**src/hw/rtl/div64_pkg.sv**
```systemverilog
// ----------------------------------------------------------------------------
// div64_pkg
// Types and constants shared by the pipelined 64-bit divider.
// ----------------------------------------------------------------------------
`default_nettype none

package div64_pkg;

    localparam int unsigned DataW = 64;

    typedef logic [DataW-1:0] word_t;

    localparam word_t MostNeg  = 64'h8000_0000_0000_0000;
    localparam word_t AllOnes  = 64'hFFFF_FFFF_FFFF_FFFF;

    // Work carried between pipeline stages (valid travels beside it)
    typedef struct packed {
        logic  negate;   // quotient must be negated at the end
        logic  dbz;      // divisor was zero
        logic  ovf;      // signed most-negative by minus one
        word_t den;      // divisor magnitude
        word_t rem;      // partial remainder
        word_t acc;      // dividend bits shifting out, quotient bits shifting in
    } stage_t;

    // One finished result
    typedef struct packed {
        word_t quotient;
        logic  ovf;
        logic  dbz;
    } result_t;

endpackage

`default_nettype wire

```
**src/hw/rtl/div64_pre.sv**
```systemverilog
// ----------------------------------------------------------------------------
// div64_pre
// Input stage: take operand magnitudes and flag the special cases.
// ----------------------------------------------------------------------------
`default_nettype none

module div64_pre (
    input  wire logic              clk,
    input  wire logic              rst_n,
    input  wire logic              en,
    input  wire logic              in_valid,
    input  wire logic              mode,
    input  wire div64_pkg::word_t  dividend,
    input  wire div64_pkg::word_t  divisor,
    output logic                   out_valid,
    output div64_pkg::stage_t      out_stage
);

    logic              valid_reg;
    div64_pkg::stage_t stage_reg;
    div64_pkg::stage_t stage_next;
    div64_pkg::word_t  num_mag;
    div64_pkg::word_t  den_mag;
    logic              num_neg;
    logic              den_neg;

    always_comb
    begin
        num_neg = mode & dividend[div64_pkg::DataW-1];
        den_neg = mode & divisor[div64_pkg::DataW-1];
        num_mag = num_neg ? (~dividend + div64_pkg::word_t'(1)) : dividend;
        den_mag = den_neg ? (~divisor + div64_pkg::word_t'(1)) : divisor;

        stage_next.negate = num_neg ^ den_neg;
        stage_next.dbz    = (divisor == '0);
        stage_next.ovf    = mode && (dividend == div64_pkg::MostNeg)
                                 && (divisor == div64_pkg::AllOnes);
        stage_next.den    = den_mag;
        stage_next.rem    = '0;
        stage_next.acc    = num_mag;
    end

    always_ff @(posedge clk or negedge rst_n)
    begin
        if (!rst_n)
        begin
            valid_reg <= 1'b0;
        end
        else if (en)
        begin
            valid_reg <= in_valid;
        end
    end

    always_ff @(posedge clk)
    begin
        if (en)
        begin
            stage_reg <= stage_next;
        end
    end

    assign out_valid = valid_reg;
    assign out_stage = stage_reg;

endmodule

`default_nettype wire

```
**config.mk**
```make
export PLATFORM = sky130hd
export DESIGN_NAME = div64_pre
export DESIGN_NICKNAME = d
export VERILOG_FILES = /design/src/hw/rtl/div64_pkg.sv /design/src/hw/rtl/div64_pre.sv
export SDC_FILE = /design/constraint.sdc
export NUM_CORES = 1
export LEC_CHECK = 0
export BUFFER_PORTS_ARGS = -buffer_cell sky130_fd_sc_hd__clkbuf_2
export CELL_PAD_IN_SITES_DETAIL_PLACEMENT = 0
export CELL_PAD_IN_SITES_GLOBAL_PLACEMENT = 1
export CORE_UTILIZATION = 39
export DETAILED_ROUTE_END_ITERATION = 8
export MAX_ROUTING_LAYER = met4
export PLACE_DENSITY_LB_ADDON = 0.12
export SYNTH_ARGS = -nofsm -noshare
export SYNTH_HDL_FRONTEND = slang
export SYNTH_SLANG_ARGS = --single-unit
```
**constraint.sdc**
```tcl
create_clock -name clk -period 1.9 [get_ports clk]
set_input_delay 0 -clock clk [delete_from_list [all_inputs] [get_ports clk]]
set_output_delay 0 -clock clk [all_outputs]
set_load 0.005 [all_outputs]
```
# Yosys cells after proc, flatten, opt, wreduce, memory -nomap -nowiden
# Cells that the tools add are included.
# totals
ff_bits	132
latchBits	0
ram_bits	0
rom_bits	0
inputBits	133
word_cells	20
memories	0
# op_classes
addsub	2
multipliers	0
div_mod_pow	0
magnitude_cmp	0
n_eq_ne	2
n_shift	0
muxes	2
bitwise_logic	5
reduce_logical	3
# ops
op	count
adder 64 x 1 -> 64 bit (second input constant)	2
== test 64 bit (second input constant)	2
2-to-1 mux 64 bit	2
inverter 64 bit	2
zero test 64 bit	1
bitwise AND 1 bit	2
logical AND 1 bit	2
bitwise XOR 1 bit	1

# Depth between registers and ports, before layout
# logic_depth
ltp_word	3
mapped_depth	8
mapped_depth_nobuf	7

# Least setup slack after synthesis
# Ideal clock, no wire load.
# synth_timing
path_kind	input port to flip-flop
startpoint	input port dividend[15]
endpoint	register stage_reg, in the netlist out_stage[62], data pin
arrival_ps	1892
t_required_ps	1636
slack_ps	-255
cell_stages	7
path_buffers	2
cell_sequence	or4_4 or4_4 buf_6 nor4_4 buf_2 a31oi_1 xor2_1
# synth_between
elab_chain_len	3
# synth_lines
item	line_no	source
start: declaration	div64_pre.sv:13	input wire div64_pkg::word_t dividend,
inverter 64 bit	div64_pre.sv:31	num_mag = num_neg ? (~dividend + div64_pkg::word_t'(1)) : dividend;
adder 64 x 1 -> 64 bit	div64_pre.sv:31	
2-to-1 mux 64 bit	div64_pre.sv:31	
named net num_mag[62]	div64_pre.sv:22	div64_pkg::word_t num_mag;
end signal: assignment	div64_pre.sv:59	stage_reg <= stage_next;
end: declaration	div64_pre.sv:20	div64_pkg::stage_t stage_reg;
# The timed path passes the listed nets, and every way through them passes these cells.
# A chain may end at the register's enable or synchronous reset.

# Final worst setup path
# layout_timing
startpoint	input port dividend[11]
endpoint	register stage_reg, in the netlist out_stage[62], data pin
# The elaborated chain is that of the path after synthesis.

==> metrics.txt <==
Leakage Power 5.07 nW; CTS tree built; Post-Syn Area 7600 um^2; initial antenna violation count 0; CTS HTree Levels 4; run status finished, final reports clean; crit path kind in2reg; Post-synth top flop edfxtp_1; area used by multi-input combinational logic 3450 um^2; Top-Level Pins 329; Cells after Synth 696; RSZ-0062 raised after global routing yes; final-report hold violation count 0; Placer Congestion 0.870; top-area cell type share of the netlist area 0.517; number of core rows 50; Seq/Total Area, Yosys 0.521; Die Width 142 um; overall power 8.36 mW; DRC 0; Max clock buf depth 2; worst skew pair latency 420 ps; average wire per standard cell 16.5 um; Worst-path clk slew 60 ps; vias post-DR 7019; Net Sw Power 2.10 mW; Max-cap violations 0; # setup viols final 0; CTS sink cnt 132; hold path cells 3; Yosys warning count 0; Slew Limit Fails 0; final core area utilization 0.619; Flop pwr share 0.438; most frequent cell after synthesis edfxtp_1; Detail Route Antenna Nets 0; CP required 2060 ps; commonest cells in the netlist 131 x edfxtp_1, 89 x xor2_1, 67 x nor2_1; arrival time worst endpoint 2040 ps; Clock Tree Root clkbuf_16; Tmin final 1880 ps; DIE HEIGHT 142 um; post-route insts no fill 1434; Worst IR Drop VDD 600 uV; dpl ws -295 ps; Initial Util 0.402; cell taking the most area after synthesis edfxtp_1; Mean Syn Cell Area 10.9 um^2; Hold Crit Endpoint out_stage[1]; Area Growth Syn to Fin 53.8%; Congestion Overflow GR 0; Yosys cell types 44; Reg area 3960 um^2; R2R depth 1; Layout Nets 1296; hpwl dp 16600 um; Synth async-reset ratio 0.00758; core area 18900 um^2; largest net degree at the start of global routing 63; total CTS buffers 17; switch share 0.252; fill count 1601; Worst Path Max Fanout 7; PnR worst setup slack 23.3 ps; vias in the first global route 6861; Worst Setup Start Kind input pin; first-pass GRT wire length 35600 um; power per cell area 715 nW/um^2; worst r2r src out_valid; Global Route Usage Sum 0.240; Reg2Reg Setup Slack 1150 ps; Area contributors post-synth edfxtp_1 52%, xor2_1 10%, buf_4 6.3%, xnor2_1 3.9%, nor2_1 3.3%; Worst setup EP type flop; Port Buffer Count 264; Worst Hold Class in2reg; Worst Hold Launch dividend[1]; Total Die Area 20100 um^2; total internal power 6.25 mW; Clock Power Share 0.387; via-per-instance ratio 4.89; DRT iter0 DRCs 426; register bit total from synthesis 132; Post-synth EDFFs 131; Reg2Reg Capture Point out_valid; Comb pwr share 0.175; share of post-route cells with drive strength above 1 0.351; WL final 23700 um; Fmax 533 MHz; DR pass1 iterations 5; Fin Hold WS 17.1 ps; clk_skew 0 ps; final period utilization 0.988; placed instance count 1278
[power groups by stage]
stage	clock [mW]	sequential [mW]	combinational [mW]
finish	3.23	3.66	1.46
CTS	3.29	3.66	1.44
global route	3.43	3.69	1.59
floorplan	0	3.75	0.488
global placement	0	3.72	1.22
detailed placement	0	3.72	1.23
[stage by stage]
stage	TNS, ps	instance area, um^2
3_5_place_dp	-10550	9620
4_1_cts	0	11500
2_1_floorplan	-5690	7870
6_report	0	11700
3_3_place_gp	-9990	9620
5_1_grt	-329	11700
[worst max-delay path, stage by stage]
cell and delay (ps):
clkbuf_2 90, or4_4 540, or4_4 610, nor4_4 260, buf_4 170, buf_12 110
a31oi_1 90, xor2_1 160
[cell type report]
class / instances / area share
Inverter: 16 / 0.00514
Timing Repair Buffer: 465 / 0.284
Clock buffer: 19 / 0.0379
Sequential cell: 132 / 0.339
Tap cell: 260 / 0.0278
Antenna cell: 1 / 0.000214
Clock inverter: 13 / 0.0117
Multi-Input combinational cell: 528 / 0.295
[registers in the layout, summed over array words and instances, names as in the netlist]
register and count:
out_stage 131, out_valid 1
[layout by cell type, fill, tap and decap left out, types with 34 or more instances in the layout]
cell type      netlist  final
clkbuf_2             0    253
edfxtp_1           131    131
dlygate4sd3_1        0    119
xor2_1              89     89
buf_4               64     75
nor2_1              67     64
conb_1               1     64
nor3_1              40     36
a21oi_1             38     36
xnor2_1             34     34
[worst max path at each step]
stage | cells past startpoint | slack (ps) | from | endpoint
final | 8 | 20 | dividend[11] | out_stage[62]
after global routing | 8 | -60 | dividend[3] | out_stage[62]
after CTS | 8 | 2 | divisor[22] | out_stage[190]
after detailed placement | 7 | -290 | dividend[15] | out_stage[62]
after global placement | 7 | -280 | dividend[15] | out_stage[62]
after floorplan | 7 | -240 | dividend[15] | out_stage[39]
[kinds of logic after synthesis]
| family | after synthesis | synth area share |
|---|---|---|
| AOI/OAI and AO/OA | 109 | 0.0904 |
| xor gates and xnor gates | 123 | 0.142 |
| adders and majority gates | 3 | 0.00494 |
| buffers and inverters | 99 | 0.0828 |
| DFF | 132 | 0.521 |
| muxes | 1 | 0.00148 |
| other | 1 | 0.000493 |
| and+or+nand+nor | 228 | 0.158 |
[repair_timing]
item | 4_1_cts | 5_1_grt
endpoints found under the hold margin | 141 | 0
resized for setup | 0 | 41
setup endpoints to repair | 0 | 56
hold buffers | 125 | 0
buffers inserted | 0 | 5
[per-layer routing]
metal	vias to the layer above	wire length, um	global-route usage
met5	-	0	-
met4	0	365	0.0804
met3	26	1350	0.0449
met2	283	12000	0.406
met1	3312	10000	0.288
li1	3398	-	-
No activity file was read; power rests on OpenSTA's default activity.
