`config.mk`:
```
export PLATFORM = sky130hd
export DESIGN_NAME = div64_post
export DESIGN_NICKNAME = d
export VERILOG_FILES = /design/src/hw/rtl/div64_pkg.sv /design/src/hw/rtl/div64_post.sv
export SDC_FILE = /design/constraint.sdc
export NUM_CORES = 1
export LEC_CHECK = 0
export ABC_AREA = 0
export BUFFER_PORTS_ARGS = -buffer_cell sky130_fd_sc_hd__buf_4
export CORE_MARGIN = 2
export CORE_UTILIZATION = 45
export CTS_CLUSTER_DIAMETER = 150
export DETAILED_ROUTE_END_ITERATION = 12
export PLACE_DENSITY = 0.76
export SYNTH_ARGS = -nofsm -noshare
export SYNTH_HDL_FRONTEND = slang
export SYNTH_SLANG_ARGS = --single-unit
```
`constraint.sdc`:
```
create_clock -name clk -period 3.3 [get_ports clk]
set_input_delay 0.66 -clock clk [delete_from_list [all_inputs] [get_ports clk]]
set_output_delay 0.66 -clock clk [all_outputs]
set_load 0.05 [all_outputs]
```
`src/hw/rtl/div64_pkg.sv`:
```
// ----------------------------------------------------------------------------
// div64_pkg
// Types and constants shared by the pipelined 64-bit divider.
// ----------------------------------------------------------------------------
`default_nettype none

package div64_pkg;

    localparam int unsigned DataW = 64;

    typedef logic [DataW-1:0] word_t;

    localparam word_t MostNeg  = 64'h8000_0000_0000_0000;
    localparam word_t AllOnes  = 64'hFFFF_FFFF_FFFF_FFFF;

    // Work carried between pipeline stages (valid travels beside it)
    typedef struct packed {
        logic  negate;   // quotient must be negated at the end
        logic  dbz;      // divisor was zero
        logic  ovf;      // signed most-negative by minus one
        word_t den;      // divisor magnitude
        word_t rem;      // partial remainder
        word_t acc;      // dividend bits shifting out, quotient bits shifting in
    } stage_t;

    // One finished result
    typedef struct packed {
        word_t quotient;
        logic  ovf;
        logic  dbz;
    } result_t;

endpackage

`default_nettype wire

```
`src/hw/rtl/div64_post.sv`:
```
// ----------------------------------------------------------------------------
// div64_post
// Output stage: fix the quotient sign, apply special cases, hold a skid slot.
// ----------------------------------------------------------------------------
`default_nettype none

module div64_post (
    input  wire logic              clk,
    input  wire logic              rst_n,
    input  wire logic              in_valid,
    input  wire div64_pkg::stage_t in_stage,
    input  wire logic              m_tready,
    output logic                   m_tvalid,
    output div64_pkg::result_t     m_result,
    output logic                   en
);

    logic               out_valid_reg;
    div64_pkg::result_t out_reg;
    div64_pkg::result_t out_next;
    logic               skid_full_reg;
    logic               skid_full_next;
    div64_pkg::result_t skid_reg;

    always_comb
    begin
        if (in_stage.dbz)
        begin
            out_next.quotient = div64_pkg::AllOnes;
        end
        else if (in_stage.negate)
        begin
            out_next.quotient = ~in_stage.acc + div64_pkg::word_t'(1);
        end
        else
        begin
            out_next.quotient = in_stage.acc;
        end
        out_next.dbz = in_stage.dbz;
        out_next.ovf = in_stage.ovf;
    end

    // advance the pipeline whenever the skid slot is free
    assign en = ~skid_full_reg;

    always_comb
    begin
        skid_full_next = skid_full_reg;
        if (skid_full_reg)
        begin
            if (m_tready)
            begin
                skid_full_next = 1'b0;
            end
        end
        else if (out_valid_reg && !m_tready)
        begin
            skid_full_next = 1'b1;
        end
    end

    always_ff @(posedge clk or negedge rst_n)
    begin
        if (!rst_n)
        begin
            out_valid_reg <= 1'b0;
            skid_full_reg <= 1'b0;
        end
        else
        begin
            skid_full_reg <= skid_full_next;
            if (en)
            begin
                out_valid_reg <= in_valid;
            end
        end
    end

    always_ff @(posedge clk)
    begin
        if (en)
        begin
            out_reg <= out_next;
        end
        if (!skid_full_reg)
        begin
            skid_reg <= out_reg;
        end
    end

    assign m_tvalid = skid_full_reg | out_valid_reg;
    assign m_result = skid_full_reg ? skid_reg : out_reg;

endmodule

`default_nettype wire

```
# After elaboration in Yosys (flattened, before gate mapping)
# Index checks and enable logic that the tools add are counted.
# word_totals
output_inout_bits,68
in_bits,199
regBits,134
elab_cells,19
# classes
n_mux,5
addsub,1
n_reduce_logical,2
n_bitwise,3
# op_table
operator,count
$mux W66,1
$add A64 B1 Y64 const B,1
$mux W64,1
$not A64 Y64,1
$mux W1,3
$logic_and A1 B1 Y1,1
$logic_not A1 Y1,1
$not A1 Y1,1
$or A1 B1 Y1,1

# Depth between registers and ports, before layout
# depth
ltp_word,4
depth_mapped,7
depth_no_buf,6

# Worst setup path after synthesis
# Ideal clock, no wire load.
# synth_path
kind,flip-flop to output port
start,register skid_full_reg
end,output port en
t_arrival_ns,2.554
path_buffers,3
path_slack_ns,0.086
path_stages_with_launch,5
t_required_ns,2.640
path_cell_list,dfrtp_1 -> clkbuf_1 -> buf_1 -> buf_1 -> inv_1
# synth_via
elab_chain_len,1
# synth_rtl
item,line_no,text
start: declaration,div64_post.sv:21,logic skid_full_reg;
start signal: assignment,div64_post.sv:71,skid_full_reg <= skid_full_next;
$not A1 Y1,div64_post.sv:44,assign en = ~skid_full_reg;
end: declaration,div64_post.sv:15,output logic en
# Every way passes these cells.

# Final worst setup path
# layout_path
start,input port in_stage[4] (netlist bit)
end,"register out_reg[60] (netlist bit), data pin"
# layout_via
elab_chain_len,3
# layout_rtl
item,line_no,text
start: declaration,div64_post.sv:11,"input wire div64_pkg::stage_t in_stage,"
$not A64 Y64,div64_post.sv:33,out_next.quotient = ~in_stage.acc + div64_pkg::word_t'(1);
$add A64 B1 Y64,div64_post.sv:33,
$mux W64,div64_post.sv:31,else if (in_stage.negate)
end signal: assignment,div64_post.sv:83,out_reg <= out_next;
end: declaration,div64_post.sv:19,div64_pkg::result_t out_reg;
# Every way passes these cells.
# A chain may end at the register's enable or synchronous reset.

==> run summary <==
Clock share of power: 37.9%
Number of global-route vias before repair: 4,793
Final setup fails: 0
Cell Rows: 43
Reg area: 3350 µm²
Setup bufs post-CTS: 0
CTS max path bufs: 2
Most frequent CP cell: nor4_4
Chip Height: 123 µm
Final cell count without fillers: 891
Post-DP HPWL: 10,700 µm
Critical-path cell list: buf_4 -> nor4_4 -> nand4_4 -> nor4_4 -> mux2i_1 -> a211oi_2
CTS H-tree lvls: 4
Fraction of registers with async set/reset: 1.49%
Post-route DRC: 0
DR vias/cell: 5.51
Vias: 4,906
Post-synthesis cell area: 6410 µm²
Mean Syn Cell Area: 11.3 µm²
Met1 Wirelength: 6680 µm
Max_cap viols: 0
WS Path Type: in2reg
Commonest non-fill, non-tap cells in the layout: buf_4, mux2_2, edfxtp_1, dfxtp_1
Crit. End Element: flop
Layout cells sized above 1: 37.0%
CP delay by family, top: simple AND/OR/NAND/NOR gates
Hold WC Path Type: in2reg
Die ar.: 15,200 µm²
Yosys reg bits: 134
R2r endpoint: out_reg[1]$_DFFE_PN_
Final GP Congestion: 0.819
CTS tree: built
Post-layout instance area: 8220 µm²
Max-slew headroom: 41.2%
Met3 routed WL: 1240 µm
Crit path capture: out_reg[60]$_SDFFCE_PP1N_
Internal power: 0.00363 W
TritonRoute pass-1 iters: 5
Worst vdd rail ir drop: 0.469 mV
Final wirelength: 15,100 µm
Initial antenna violation count: 0
Critical Path Source Type: input pin
Slowest cell on crit path: nor4_4
Initial DRC Count: 279
Placed Instance Area: 7600 µm²
First-pass GRT wire length: 23,800 µm
Flop2flop setup slack: 1.42 ns
Status: finished, final reports clean
Largest net degree at the start of global routing: 70
CP Data Required Time: 3.45 ns
Clock sink count: 134
Dpl cells: 858
Final Critical Period: 2.43 ns
All-Layer GR Usage: 20.5%
Highest Signal Layer: met4
Psw: 0.00152 W
Mapped Cells: 565
Leakage: 3.13 nW
Initial Util: 46.2%
Fin. max-slew vios: 0
Pwr Density: 627 nW/µm²
Max Fclk: 411 MHz
Fin nets: 898
Layout area overhead: 28.3%
Total power: 0.00516 W
R2r worst-path depth: 3
Layout Skew: 0.00444 ns
Multi-input gate area: 2880 µm²
Antenna-violating nets left: 0
Filler instances: 1,130
Sequential fraction of the synthesis area: 52.3%
Worst Path Arrival: 2.58 ns
Core area: 13,900 µm²
Final Hold Fails: 0
Fin crit share: 73.7%
Sequential power share: 39.0%
Sw Share: 29.6%
GRT overflow: 0
Levels on crit path: 6
Crit path max fanout: 17
Die Wd: 123 µm
CP bufs+invs: 1
Clock network latency to the later pin of the worst-skew pair: 0.42 ns
Unique masters post-synth: 54
Cts bufs inserted: 17
Antenna cells: 0
RSZ-0062 raised after global routing: false
Setup TNS: 0 ns
Synth Net Count: 765
Delay of the slowest cell on the worst path: 0.59 ns
Logic pwr share: 23.0%
Root buffer cell: clkbuf_16
Most common cell after layout, fill and taps aside: buf_4
Reg-to-reg critical path startpoint: skid_full_reg$_DFF_PN0_
YS warnings: 0
CP Launch Point: in_stage[4]
Port bufs: 138
Dominant synthesized flop cell: edfxtp_1
Post-synth EDFFs: 66
IO Count: 267
Worst-margin pin slew: 0.882 ns
Wire length on met2: 6970 µm
Min-delay src: m_tready
Drt wl/cell: 17.0 µm
Clock-pin slew on the worst setup and hold paths: 0.06 ns
-- worst reg2reg max path: stages (launching register included) --
cell	delay, ns
dfrtp_2	0.41
buf_12	0.22
inv_2	0.14
buf_4	0.66
-- routing by layer --
layer	global-route usage, %	vias to the layer above
met3	6.32	25
met4	6.75	0
met1	26.6	2328
li1	-	2354
met5	0	-
met2	32.7	199
-- repair_timing --
action | CTS | global route
hold endpoints to repair | 0 | 2
resized for setup | 0 | 0
hold buffers | 0 | 1
-- how the worst min path moves through the flow --
stage | slack, ns | to | depth (start not counted)
2_1_floorplan | 0.36 | out_valid_reg$_DFFE_PN0N_ | 0
3_3_place_gp | 0.44 | out_valid_reg$_DFFE_PN0N_ | 1
3_5_place_dp | 0.44 | out_valid_reg$_DFFE_PN0N_ | 1
4_1_cts | 0.002 | skid_full_reg$_DFF_PN0_ | 1
5_1_grt | 0.38 | skid_full_reg$_DFF_PN0_ | 2
6_report | 0.39 | skid_full_reg$_DFF_PN0_ | 2
-- stage by stage --
step / utilization, % / hold slack, ns / setup WS, ns
finish: 59.2 / 0.391 / 0.869
global route: 59.2 / 0.377 / 0.739
CTS: 59.2 / 0.00170 / 0.860
detailed placement: 54.8 / 0.445 / 0.467
global placement: 54.8 / 0.442 / 0.452
floorplan: - / 0.364 / 0.0863
-- power by group through the flow --
| stage | Clock [W] | Sequential, W | Combinational [W] |
|---|---|---|---|
| global route | 0.00207 | 0.00203 | 0.00126 |
| floorplan | 0 | 0.00203 | 0.000822 |
| CTS | 0.00199 | 0.00201 | 0.00120 |
| finish | 0.00196 | 0.00201 | 0.00119 |
| global placement | 0 | 0.00204 | 0.00117 |
| detailed placement | 0 | 0.00205 | 0.00119 |
-- Yosys cell counts (3+ instances only) --
cell type	instances	area share, %
o41ai_1	13	1.8
nand3_1	11	0.86
or2_2	4	0.39
a21oi_1	16	1.3
nand2b_1	3	0.29
a31oi_1	9	0.88
nor3_1	23	1.8
and3_1	3	0.29
xor2_1	27	3.7
mux2i_1	13	2.0
edfxtp_1	66	31
nor4_2	3	0.59
nor4_4	4	1.3
a311oi_1	7	0.96
o2bb2ai_1	4	0.55
nand4_1	6	0.59
nor4_1	8	0.78
inv_1	9	0.53
o31ai_1	9	1.1
nor2b_1	16	1.6
dfxtp_1	66	21
or4_1	5	0.59
xnor2_1	10	1.4
buf_1	10	0.59
buf_2	3	0.23
clkbuf_1	17	1.0
or3_1	5	0.49
o21ai_0	9	0.70
o41ai_2	3	0.76
nand2_1	44	2.6
mux2_2	67	12
nor2_1	44	2.6
-- logic make-up after synthesis --
group                    after synthesis  synth area share (%)
AO/OA/AOI/OAI                         78                  9.14
XOR/XNOR                              37                  5.06
adder cells (fa/ha/maj)                1                 0.195
buffers and inverters                 43                  2.77
flip-flops                           134                  52.3
multiplexers                          80                  13.8
AND/OR/NAND/NOR                      192                  16.7
-- final cells by class --
| type | count | share of cell area [%] |
|---|---|---|
| clock inverter | 14 | 2.21 |
| tap | 180 | 2.74 |
| inverter | 10 | 0.457 |
| sequential | 134 | 40.8 |
| multi-input combinational | 388 | 35.0 |
| clock buffer | 18 | 5.22 |
| timing repair buffer | 147 | 13.6 |
Power figures use the tool's default switching activity.
